$ cat src/srrt_pkg.sv
`default_nettype none

package srrt_pkg;

    localparam int MAX_PACKETS   = 1024;
    localparam int SEQ_WRAP      = 32;
    localparam int CONTENT_BYTES = 1024;
    localparam int CHECK_WINDOW  = 100;

    localparam int BLOCK_BYTES  = 1024;
    localparam int BACK_JUMP    = 20;
    localparam int LATE_LIMIT   = 16;
    localparam int SETTLE_LIMIT = 12;

    localparam int SEQ_W    = 32;
    localparam int BYTES_W  = 32;
    localparam int INDEX_W  = 10;
    localparam int ACK_W    = 32;
    localparam int BLOCK_SH = $clog2(BLOCK_BYTES);
    localparam int BLOCK_W  = SEQ_W - BLOCK_SH;
    localparam int WRAP_W   = 10;
    localparam int ADJ_W    = 5;
    localparam int IDX_W    = $clog2((2**BLOCK_W - 1) + (2**WRAP_W - 1) * SEQ_WRAP + 1);
    localparam int TOTAL_W  = $clog2(MAX_PACKETS + 1);
    localparam int MAP_AW   = (MAX_PACKETS > 1) ? $clog2(MAX_PACKETS) : 1;
    localparam int WCNT_W   = $clog2(CHECK_WINDOW + 1);

    localparam int QUEUE_DEPTH = 2;
    localparam int QPTR_W      = (QUEUE_DEPTH > 1) ? $clog2(QUEUE_DEPTH) : 1;
    localparam int QCNT_W      = $clog2(QUEUE_DEPTH + 1);

    typedef struct packed {
        logic [MAP_AW-1:0]  map_addr;
        logic [INDEX_W-1:0] packet_index;
        logic [ACK_W-1:0]   ack_value;
        logic               index_bad;
        logic               in_window;
        logic [WCNT_W-1:0]  window_size;
    } t_entry;

    typedef struct packed {
        logic clear_done;
    } t_back_status;

    typedef enum logic [1:0] {
        BK_CLEAR,
        BK_IDLE,
        BK_LOOKUP
    } t_back_state;

endpackage

`default_nettype wire

$ cat src/srrt_in_if.sv
`default_nettype none

interface srrt_in_if;
    import srrt_pkg::*;

    logic               valid;
    logic               ready;
    logic [SEQ_W-1:0]   raw_sequence;
    logic [BYTES_W-1:0] file_bytes;

    modport source (output valid, output raw_sequence, output file_bytes, input ready);
    modport sink   (input valid, input raw_sequence, input file_bytes, output ready);
endinterface

`default_nettype wire

$ cat src/srrt_out_if.sv
`default_nettype none

interface srrt_out_if;
    import srrt_pkg::*;

    logic               valid;
    logic               ready;
    logic [INDEX_W-1:0] packet_index;
    logic [ACK_W-1:0]   ack_value;
    logic               index_bad;
    logic               all_received;

    modport source (output valid, output packet_index, output ack_value, output index_bad,
                    output all_received, input ready);
    modport sink   (input valid, input packet_index, input ack_value, input index_bad,
                    input all_received, output ready);
endinterface

`default_nettype wire

$ cat src/srrt_front.sv
`default_nettype none

module srrt_front (
    input  logic                  i_clk,
    input  logic                  i_rst_n,
    srrt_in_if.sink               i_in,
    input  srrt_pkg::t_back_status i_status,
    input  logic                  i_q_ready,
    output logic                  o_q_push,
    output srrt_pkg::t_entry      o_q_entry
);
    import srrt_pkg::*;

    logic                r_seen;
    logic [BLOCK_W-1:0]  r_prev;
    logic [WRAP_W-1:0]   r_wrap;
    logic                r_pend;
    logic [ADJ_W-1:0]    r_adj;
    logic [TOTAL_W-1:0]  r_total;

    logic [WRAP_W-1:0]   n_wrap;
    logic                n_pend;
    logic [ADJ_W-1:0]    n_adj;

    logic                w_accept;
    logic [BLOCK_W-1:0]  w_block;
    logic signed [BLOCK_W:0] w_back;
    logic [WRAP_W-1:0]   w_lap;
    logic [IDX_W-1:0]    w_idx;
    logic [BYTES_W-1:0]  w_quot;
    logic                w_rem_nz;
    logic [BYTES_W:0]    w_ceil;
    logic [TOTAL_W-1:0]  w_sat;
    logic                w_first;
    logic [TOTAL_W-1:0]  w_total;
    logic [TOTAL_W-1:0]  w_low;

    assign i_in.ready = i_status.clear_done & i_q_ready;
    assign w_accept   = i_in.valid & i_in.ready;
    assign o_q_push   = w_accept;

    assign w_block = BLOCK_W'(i_in.raw_sequence >> BLOCK_SH);
    assign w_back  = $signed({1'b0, r_prev}) - $signed({1'b0, w_block});

    always_comb begin
        n_wrap = r_wrap;
        n_pend = r_pend;
        n_adj  = r_adj;
        w_lap  = r_wrap;
        if ((w_back > $signed((BLOCK_W + 1)'(BACK_JUMP))) && !r_pend) begin
            n_wrap = r_wrap + 1'b1;
            n_adj  = '0;
            n_pend = 1'b1;
            w_lap  = r_wrap + 1'b1;
        end else if ((w_block > BLOCK_W'(BACK_JUMP)) && r_pend
                     && (r_adj < ADJ_W'(LATE_LIMIT))) begin
            w_lap = r_wrap - 1'b1;
        end else begin
            if (r_pend) begin
                n_adj = r_adj + 1'b1;
            end
            if (n_adj > ADJ_W'(SETTLE_LIMIT)) begin
                n_pend = 1'b0;
                n_adj  = '0;
            end
        end
    end

    assign w_idx = IDX_W'(w_block) + IDX_W'(32'(w_lap) * SEQ_WRAP);

    assign w_quot   = i_in.file_bytes / CONTENT_BYTES;
    assign w_rem_nz = (i_in.file_bytes % CONTENT_BYTES) != '0;
    assign w_ceil   = {1'b0, w_quot} + (BYTES_W + 1)'(w_rem_nz);
    assign w_sat    = (w_ceil > (BYTES_W + 1)'(MAX_PACKETS)) ? TOTAL_W'(MAX_PACKETS)
                                                             : TOTAL_W'(w_ceil);
    assign w_first  = !r_seen;
    assign w_total  = w_first ? w_sat : r_total;
    assign w_low    = (32'(w_total) < 32'(CHECK_WINDOW)) ? '0
                    : TOTAL_W'(32'(w_total) - 32'(CHECK_WINDOW));

    always_comb begin
        o_q_entry.map_addr     = w_idx[MAP_AW-1:0];
        o_q_entry.packet_index = w_idx[INDEX_W-1:0];
        o_q_entry.ack_value    = w_first ? ACK_W'(w_idx) : i_in.raw_sequence;
        o_q_entry.index_bad    = 32'(w_idx) >= 32'(w_total);
        o_q_entry.in_window    = 32'(w_idx) >= 32'(w_low);
        o_q_entry.window_size  = WCNT_W'(w_total - w_low);
    end

    always_ff @(posedge i_clk) begin
        if (!i_rst_n) begin
            r_seen  <= 1'b0;
            r_prev  <= '0;
            r_wrap  <= '0;
            r_pend  <= 1'b0;
            r_adj   <= '0;
            r_total <= '0;
        end else if (w_accept) begin
            r_seen  <= 1'b1;
            r_prev  <= w_block;
            r_wrap  <= n_wrap;
            r_pend  <= n_pend;
            r_adj   <= n_adj;
            r_total <= w_total;
        end
    end

endmodule

`default_nettype wire

$ cat src/srrt_queue.sv
`default_nettype none

module srrt_queue (
    input  logic             i_clk,
    input  logic             i_rst_n,
    input  logic             i_push,
    input  srrt_pkg::t_entry i_entry,
    output logic             o_ready,
    output logic             o_valid,
    output srrt_pkg::t_entry o_entry,
    input  logic             i_pop
);
    import srrt_pkg::*;

    t_entry            r_mem [QUEUE_DEPTH];
    logic [QPTR_W-1:0] r_wr_ptr;
    logic [QPTR_W-1:0] r_rd_ptr;
    logic [QCNT_W-1:0] r_count;

    assign o_ready = r_count != QCNT_W'(QUEUE_DEPTH);
    assign o_valid = r_count != '0;
    assign o_entry = r_mem[r_rd_ptr];

    always_ff @(posedge i_clk) begin
        if (i_push) begin
            r_mem[r_wr_ptr] <= i_entry;
        end
    end

    always_ff @(posedge i_clk) begin
        if (!i_rst_n) begin
            r_wr_ptr <= '0;
            r_rd_ptr <= '0;
            r_count  <= '0;
        end else begin
            if (i_push) begin
                r_wr_ptr <= (r_wr_ptr == QPTR_W'(QUEUE_DEPTH - 1)) ? '0 : r_wr_ptr + 1'b1;
            end
            if (i_pop) begin
                r_rd_ptr <= (r_rd_ptr == QPTR_W'(QUEUE_DEPTH - 1)) ? '0 : r_rd_ptr + 1'b1;
            end
            if (i_push && !i_pop) begin
                r_count <= r_count + 1'b1;
            end else if (!i_push && i_pop) begin
                r_count <= r_count - 1'b1;
            end
        end
    end

endmodule

`default_nettype wire

$ cat src/srrt_back.sv
`default_nettype none

module srrt_back (
    input  logic                   i_clk,
    input  logic                   i_rst_n,
    input  logic                   i_q_valid,
    input  srrt_pkg::t_entry       i_q_entry,
    output logic                   o_pop,
    srrt_out_if.source             o_out,
    output srrt_pkg::t_back_status o_status
);
    import srrt_pkg::*;

    logic               r_map [MAX_PACKETS];
    logic               r_rd_data;
    t_back_state        r_state;
    t_back_state        n_state;
    logic [MAP_AW-1:0]  r_clr_addr;
    logic [WCNT_W-1:0]  r_marked;
    logic [WCNT_W-1:0]  n_marked;
    t_entry             r_cur;
    logic               r_out_valid;
    logic [INDEX_W-1:0] r_out_index;
    logic [ACK_W-1:0]   r_out_ack;
    logic               r_out_bad;
    logic               r_out_done;

    logic               w_clearing;
    logic               w_finish;
    logic               w_mark;
    logic               w_slot_free;

    always_comb begin
        n_state = r_state;
        case (r_state)
            BK_CLEAR: begin
                if (r_clr_addr == MAP_AW'(MAX_PACKETS - 1)) begin
                    n_state = BK_IDLE;
                end
            end
            BK_IDLE: begin
                if (o_pop) begin
                    n_state = BK_LOOKUP;
                end
            end
            BK_LOOKUP: begin
                n_state = BK_IDLE;
            end
            default: begin
                n_state = BK_CLEAR;
            end
        endcase
    end

    always_comb begin
        w_slot_free         = !r_out_valid || o_out.ready;
        w_clearing          = r_state == BK_CLEAR;
        w_finish            = r_state == BK_LOOKUP;
        o_pop               = (r_state == BK_IDLE) && i_q_valid && w_slot_free;
        w_mark              = w_finish && !r_cur.index_bad && !r_rd_data;
        n_marked            = r_marked + WCNT_W'(w_mark && r_cur.in_window);
        o_status.clear_done = !w_clearing;
    end

    // map: clear sweep, then one read-modify-write per beat
    always_ff @(posedge i_clk) begin
        if (w_clearing) begin
            r_map[r_clr_addr] <= 1'b0;
        end else if (w_mark) begin
            r_map[r_cur.map_addr] <= 1'b1;
        end
        if (o_pop) begin
            r_rd_data <= r_map[i_q_entry.map_addr];
        end
    end

    always_ff @(posedge i_clk) begin
        if (o_pop) begin
            r_cur <= i_q_entry;
        end
        if (w_finish) begin
            r_out_index <= r_cur.packet_index;
            r_out_ack   <= r_cur.ack_value;
            r_out_bad   <= r_cur.index_bad;
            r_out_done  <= n_marked >= r_cur.window_size;
        end
    end

    always_ff @(posedge i_clk) begin
        if (!i_rst_n) begin
            r_state     <= BK_CLEAR;
            r_clr_addr  <= '0;
            r_marked    <= '0;
            r_out_valid <= 1'b0;
        end else begin
            r_state  <= n_state;
            r_marked <= n_marked;
            if (w_clearing) begin
                r_clr_addr <= r_clr_addr + 1'b1;
            end
            if (w_finish) begin
                r_out_valid <= 1'b1;
            end else if (o_out.ready) begin
                r_out_valid <= 1'b0;
            end
        end
    end

    assign o_out.valid        = r_out_valid;
    assign o_out.packet_index = r_out_index;
    assign o_out.ack_value    = r_out_ack;
    assign o_out.index_bad    = r_out_bad;
    assign o_out.all_received = r_out_done;

endmodule

`default_nettype wire

$ cat src/selective_repeat_receive_tracker.sv
`default_nettype none

// Selective-repeat receive tracker. After reset all 1024 entries of the received
// map are swept clear, one entry per cycle, with input ready held low. The front
// then takes a packet header beat, unwraps its block number and classifies it
// into a two-entry queue; the back does the map read-modify-write on the single
// memory port, reading when it pops an entry and writing in the lookup state,
// and pops no new packet until that one is finished, so the back holds one
// packet at a time. The result sits in an output register, so the front takes
// up to two more beats into the queue while a result waits to be taken.
module selective_repeat_receive_tracker (
    input  logic        i_clk,
    input  logic        i_rst_n,
    srrt_in_if.sink     i_in,
    srrt_out_if.source  o_out
);
    import srrt_pkg::*;

    t_back_status w_status;
    logic         w_push;
    t_entry       w_push_entry;
    logic         w_q_ready;
    logic         w_q_valid;
    t_entry       w_q_entry;
    logic         w_pop;

    srrt_front u_front (
        .i_clk     (i_clk),
        .i_rst_n   (i_rst_n),
        .i_in      (i_in),
        .i_status  (w_status),
        .i_q_ready (w_q_ready),
        .o_q_push  (w_push),
        .o_q_entry (w_push_entry)
    );

    srrt_queue u_queue (
        .i_clk   (i_clk),
        .i_rst_n (i_rst_n),
        .i_push  (w_push),
        .i_entry (w_push_entry),
        .o_ready (w_q_ready),
        .o_valid (w_q_valid),
        .o_entry (w_q_entry),
        .i_pop   (w_pop)
    );

    srrt_back u_back (
        .i_clk     (i_clk),
        .i_rst_n   (i_rst_n),
        .i_q_valid (w_q_valid),
        .i_q_entry (w_q_entry),
        .o_pop     (w_pop),
        .o_out     (o_out),
        .o_status  (w_status)
    );

endmodule

`default_nettype wire

$ cat src/flat_wrapper.sv
// flat-port wrapper written by rule: the top's interface ports become plain ports
module selective_repeat_receive_tracker_flat import srrt_pkg::*;
  (i_clk, i_rst_n, i_in_valid, i_in_raw_sequence, i_in_file_bytes, i_in_ready, o_out_valid, o_out_packet_index, o_out_ack_value, o_out_index_bad, o_out_all_received, o_out_ready);
  srrt_in_if i_in_i ();
  srrt_out_if o_out_i ();
  input  logic i_clk;
  input  logic i_rst_n;
  input wire logic [$bits(i_in_i.valid)-1:0] i_in_valid;
  input wire logic [$bits(i_in_i.raw_sequence)-1:0] i_in_raw_sequence;
  input wire logic [$bits(i_in_i.file_bytes)-1:0] i_in_file_bytes;
  output wire logic [$bits(i_in_i.ready)-1:0] i_in_ready;
  output wire logic [$bits(o_out_i.valid)-1:0] o_out_valid;
  output wire logic [$bits(o_out_i.packet_index)-1:0] o_out_packet_index;
  output wire logic [$bits(o_out_i.ack_value)-1:0] o_out_ack_value;
  output wire logic [$bits(o_out_i.index_bad)-1:0] o_out_index_bad;
  output wire logic [$bits(o_out_i.all_received)-1:0] o_out_all_received;
  input wire logic [$bits(o_out_i.ready)-1:0] o_out_ready;
  assign i_in_i.valid = i_in_valid;
  assign i_in_i.raw_sequence = i_in_raw_sequence;
  assign i_in_i.file_bytes = i_in_file_bytes;
  assign i_in_ready = i_in_i.ready;
  assign o_out_valid = o_out_i.valid;
  assign o_out_packet_index = o_out_i.packet_index;
  assign o_out_ack_value = o_out_i.ack_value;
  assign o_out_index_bad = o_out_i.index_bad;
  assign o_out_all_received = o_out_i.all_received;
  assign o_out_i.ready = o_out_ready;
  selective_repeat_receive_tracker u_core (.i_clk(i_clk), .i_rst_n(i_rst_n), .i_in(i_in_i), .o_out(o_out_i));
endmodule
$ cat config.mk
export PLATFORM = sky130hd
export DESIGN_NAME = selective_repeat_receive_tracker_flat
export DESIGN_NICKNAME = d
export VERILOG_FILES = /design/src/srrt_pkg.sv /design/src/srrt_in_if.sv /design/src/srrt_out_if.sv /design/src/srrt_front.sv /design/src/srrt_queue.sv /design/src/srrt_back.sv /design/src/selective_repeat_receive_tracker.sv /design/src/flat_wrapper.sv
export SDC_FILE = /design/constraint.sdc
export NUM_CORES = 2
export LEC_CHECK = 0
export BUFFER_PORTS_ARGS = -buffer_cell sky130_fd_sc_hd__buf_2
export CORE_UTILIZATION = 30
export DETAILED_ROUTE_END_ITERATION = 10
export REMOVE_ABC_BUFFERS = 1
export SYNTH_ARGS = -nofsm -noshare
export SYNTH_HDL_FRONTEND = slang
export SYNTH_SLANG_ARGS = --single-unit
$ cat constraint.sdc
create_clock -name i_clk -period 24.9 [get_ports i_clk]
set_clock_uncertainty 0.1 [all_clocks]
set_input_delay 4.98 -clock i_clk [delete_from_list [all_inputs] [get_ports i_clk]]
set_output_delay 4.98 -clock i_clk [all_outputs]
set_load 0.005 [all_outputs]
==> summary.md <==
| Metric | Value |
|---|---|
| Maxcap violations | `0` |
| Grt total ovfl | `0` |
| Drt total wl | `176000 um` |
| Synth Instances | `5703` |
| Synth area leader | `edfxtp_1` |
| Min Clock Period, post-route | `12.00 ns` |
| Via density | `5.21` |
| Pin count of the biggest net entering global routing | `267` |
| Synth Flop Type | `edfxtp_1` |
| Seq/Total Area, Yosys | `0.640` |
| Gr usage total | `0.171` |
| Post-CTS repair timing setup buffer count | `0` |
| Clk pwr share | `0.453` |
| Initial antenna violation count | `7` |
| Worst VDD drop | `0.0718 mV` |
| Non-Filler Instances | `8347` |
| Arr. time, crit path | `12.37 ns` |
| Final Max Tran Viols | `0` |
| Switching part of the total | `0.212` |
| Critical path launch point type | `primary input` |
| Top cell type's share of synthesized area | `0.615` |
| Die H | `448 um` |
| Port bufs | `113` |
| Htree depth | `4` |
| Most common cell in the netlist | `edfxtp_1` |
| Sw Pwr | `0.940 mW` |
| Via Count | `43.5k` |
| Number of detailed-route iterations in the first pass | `6` |
| Max Fclk | `83.3 MHz` |
| Syn. warnings | `0` |
| Nets | `5741` |
| Syn_area_per_cell | `10.5 um2` |
| Least-Margin Pin Slew | `1.26 ns` |
| Die W | `448 um` |
| RSZ-0062 raised after global routing | `false` |
| GP Congestion | `0.853` |
| Number of core rows | `163` |
| CTS max path bufs | `3` |
| EDFF count, synth | `1222` |
| Yosys reg bits | `1297` |
| Dpl cells | `8096` |
| Vias in the first global route | `41.2k` |
| CTS sink count | `1297` |
| Int Pwr | `3.50 mW` |
| Initial core utilization | `0.302` |
| Distinct cells, synth | `79` |
| Synth top cells by count | `edfxtp_1, nand2_1, nor2_1, nand3_1, clkbuf_1` |
| Fin. Hold Viols | `0` |
| Share of cells above drive strength 1 | `0.0896` |
| Area growth syn-to-layout | `12.5%` |
| CTS root buf | `clkbuf_16` |
| Max_slew headroom | `0.160` |
| Ports | `114` |
| Pwr Total | `4.44 mW` |
| Core ar. | `197000 um2` |
| Hold-fix buffers, CTS | `0` |
| DP HPWL | `93000 um` |
| Crit path max fanout | `10` |
| Min-Delay Path Class | `reg -> reg` |
| Sum of negative setup slack | `0 ns` |
| Final ANT Viol Nets | `0` |
| CP Capture Type | `register` |
| Outcome | `completed` |
| Instance area at placement | `62800 um2` |
| CTS Buf Count | `141` |
| Static Leak | `22.4 nW` |
| Area contributors post-synth | `edfxtp_1, nand2_1, nor2_1` |
| DR WL/cell | `21.1 um` |
| Flop pwr share | `0.530` |
| Tcrit/Tclk final | `0.482` |
| CTS tree | `done` |
| Post-CTS Resized | `0` |
| Post-synth ARST share | `0` |
| Worst path required time | `25.27 ns` |
| Combinational share of power | `0.017` |
| Clock Pin Slew Worst Setup and Hold Paths | `0.06 ns` |
| First-pass GRT wire length | `260000 um` |
| Post-synthesis cell area | `59700 um2` |
| Post-route cell area | `67100 um2` |
| Final Setup Violations | `0` |
| Die area | `201000 um2` |
| Worst-Skew Late Latency | `0.78 ns` |
| Crit Path Class | `in -> reg` |
| Residual DRC | `0` |
| Pwr Density | `66.1 nW/um2` |
| 1st-iter DRT viols | `5105` |
[layout by cell type (no fill, tap or decap), types with 13 or more instances in the layout]
cell type,n
xor2_1,35
a311oi_1,147
buf_4,80
dfxtp_1,73
and2_1,26
mux2i_1,40
o21ai_0,66
clkbuf_16,142
nand2_2,16
nand2_1,1173
inv_1,77
clkinv_2,18
xnor2_1,35
clkinv_1,36
a31oi_1,58
and3_1,86
ha_1,72
o21a_1,13
edfxtp_1,1222
a211oi_1,19
nand2b_1,21
clkbuf_1,28
nor2_1,1135
nor3_1,39
mux2_2,48
nand3_1,495
a21oi_1,98
buf_2,113
or3_1,19
nand4_1,22
[kinds of logic after synthesis]
family | Yosys count | share of synthesized area
xor+xnor | 70 | 0.0103
mux | 100 | 0.0194
compound gates | 519 | 0.0615
fa+ha+maj | 74 | 0.0158
flops | 1297 | 0.640
simple gates | 3113 | 0.219
buf+inv | 530 | 0.0343
[sequential cells by signal, indices dropped and copies added (netlist names), named ones only]
name	cells
u_core.u_queue.r_rd_ptr	1
u_core.u_front.r_total	11
u_core.u_back.r_rd_data	1
u_core.u_back.r_marked	7
u_core.u_front.r_pend	1
u_core.u_back.r_state	2
u_core.u_queue.r_count	2
u_core.u_front.r_wrap	10
u_core.u_front.r_adj	5
u_core.u_back.o_out.ack_value	32
u_core.u_front.r_seen	1
u_core.u_back.o_out.all_received	1
u_core.u_back.o_out.index_bad	1
u_core.u_back.o_out.valid	1
u_core.u_back.r_clr_addr	10
u_core.u_back.r_cur	51
u_core.u_back.r_map	1024
u_core.u_queue.r_wr_ptr	1
u_core.u_front.r_prev	22
u_core.u_queue.r_mem	102
u_core.u_back.o_out.packet_index	10
[per-layer routing]
layer / track usage / part of all wire / wire length (um)
met3: 0.0340 / 0.084 / 14700
met4: 0.0543 / 0.029 / 5060
met5: 0 / 0.00023 / 41
met2: 0.275 / 0.47 / 82200
met1: 0.231 / 0.42 / 74300
[worst max-delay path, cell delays in order]
cell       delay (ns)
buf_2            0.15
ha_1             0.20
inv_1            0.06
fa_1             0.42
a211oi_1         0.32
o21ai_0          0.21
nand3_1          0.13
o21ai_1          0.19
a31oi_1          0.27
mux2i_1          0.30
nor4_1           0.11
a21oi_1          0.70
nand2_1          0.42
o21ai_0          0.26
o21ai_0          0.18
fa_1             0.47
a21o_1           0.22
a41oi_1          0.20
o21ai_0          0.16
or3_1            0.37
a41o_1           0.30
nand4_1          0.20
mux2i_1          0.11
o32a_1           0.18
or3_1            0.34
nor4b_1          0.64
o2111ai_1        0.26
[layout make-up]
cell class | instances | area, um2
diodes | 2 | 5.00
clock buffers | 170 | 3660
clock inverters | 79 | 689
fillers | 20066 | 130000
inverters | 84 | 332
multi-input cells | 3876 | 19700
flip-flops and latches | 1297 | 38200
well taps | 2640 | 3300
repair buffers | 199 | 1290
[metrics by stage]
step / setup WS (ns) / hold WS (ns) / utilization
CTS: 12.90 / 0.323 / 0.340
global route: 12.23 / 0.331 / 0.340
global placement: 12.13 / 0.304 / 0.318
detailed placement: 12.05 / 0.305 / 0.318
finish: 12.90 / 0.322 / 0.340
floorplan: -28.01 / 0.300 / -
[worst paths after layout]
kind / start / endpoint / slack [ns] / cells past startpoint
max reg2reg: u_core.u_front.r_prev[0] / u_core.u_queue.r_mem[1][8] / 16.93 / 27
min reg2reg: u_core.u_back.r_cur[30] / u_core.u_back.o_out.ack_value[21] / 0.32 / 0
min: u_core.u_back.r_cur[30] / u_core.u_back.o_out.ack_value[21] / 0.32 / 0
max: i_in_raw_sequence[10] / u_core.u_queue.r_mem[1][8] / 12.90 / 27
[power groups by stage]
stage	registers, mW	logic [mW]	clock network, mW
global placement	2.40	0.0721	0
detailed placement	2.40	0.0729	0
finish	2.35	0.0739	2.01
global route	2.35	0.0790	2.13
CTS	2.35	0.0731	2.04
floorplan	2.40	0.0345	0
No activity file was read; power rests on OpenSTA's default activity.
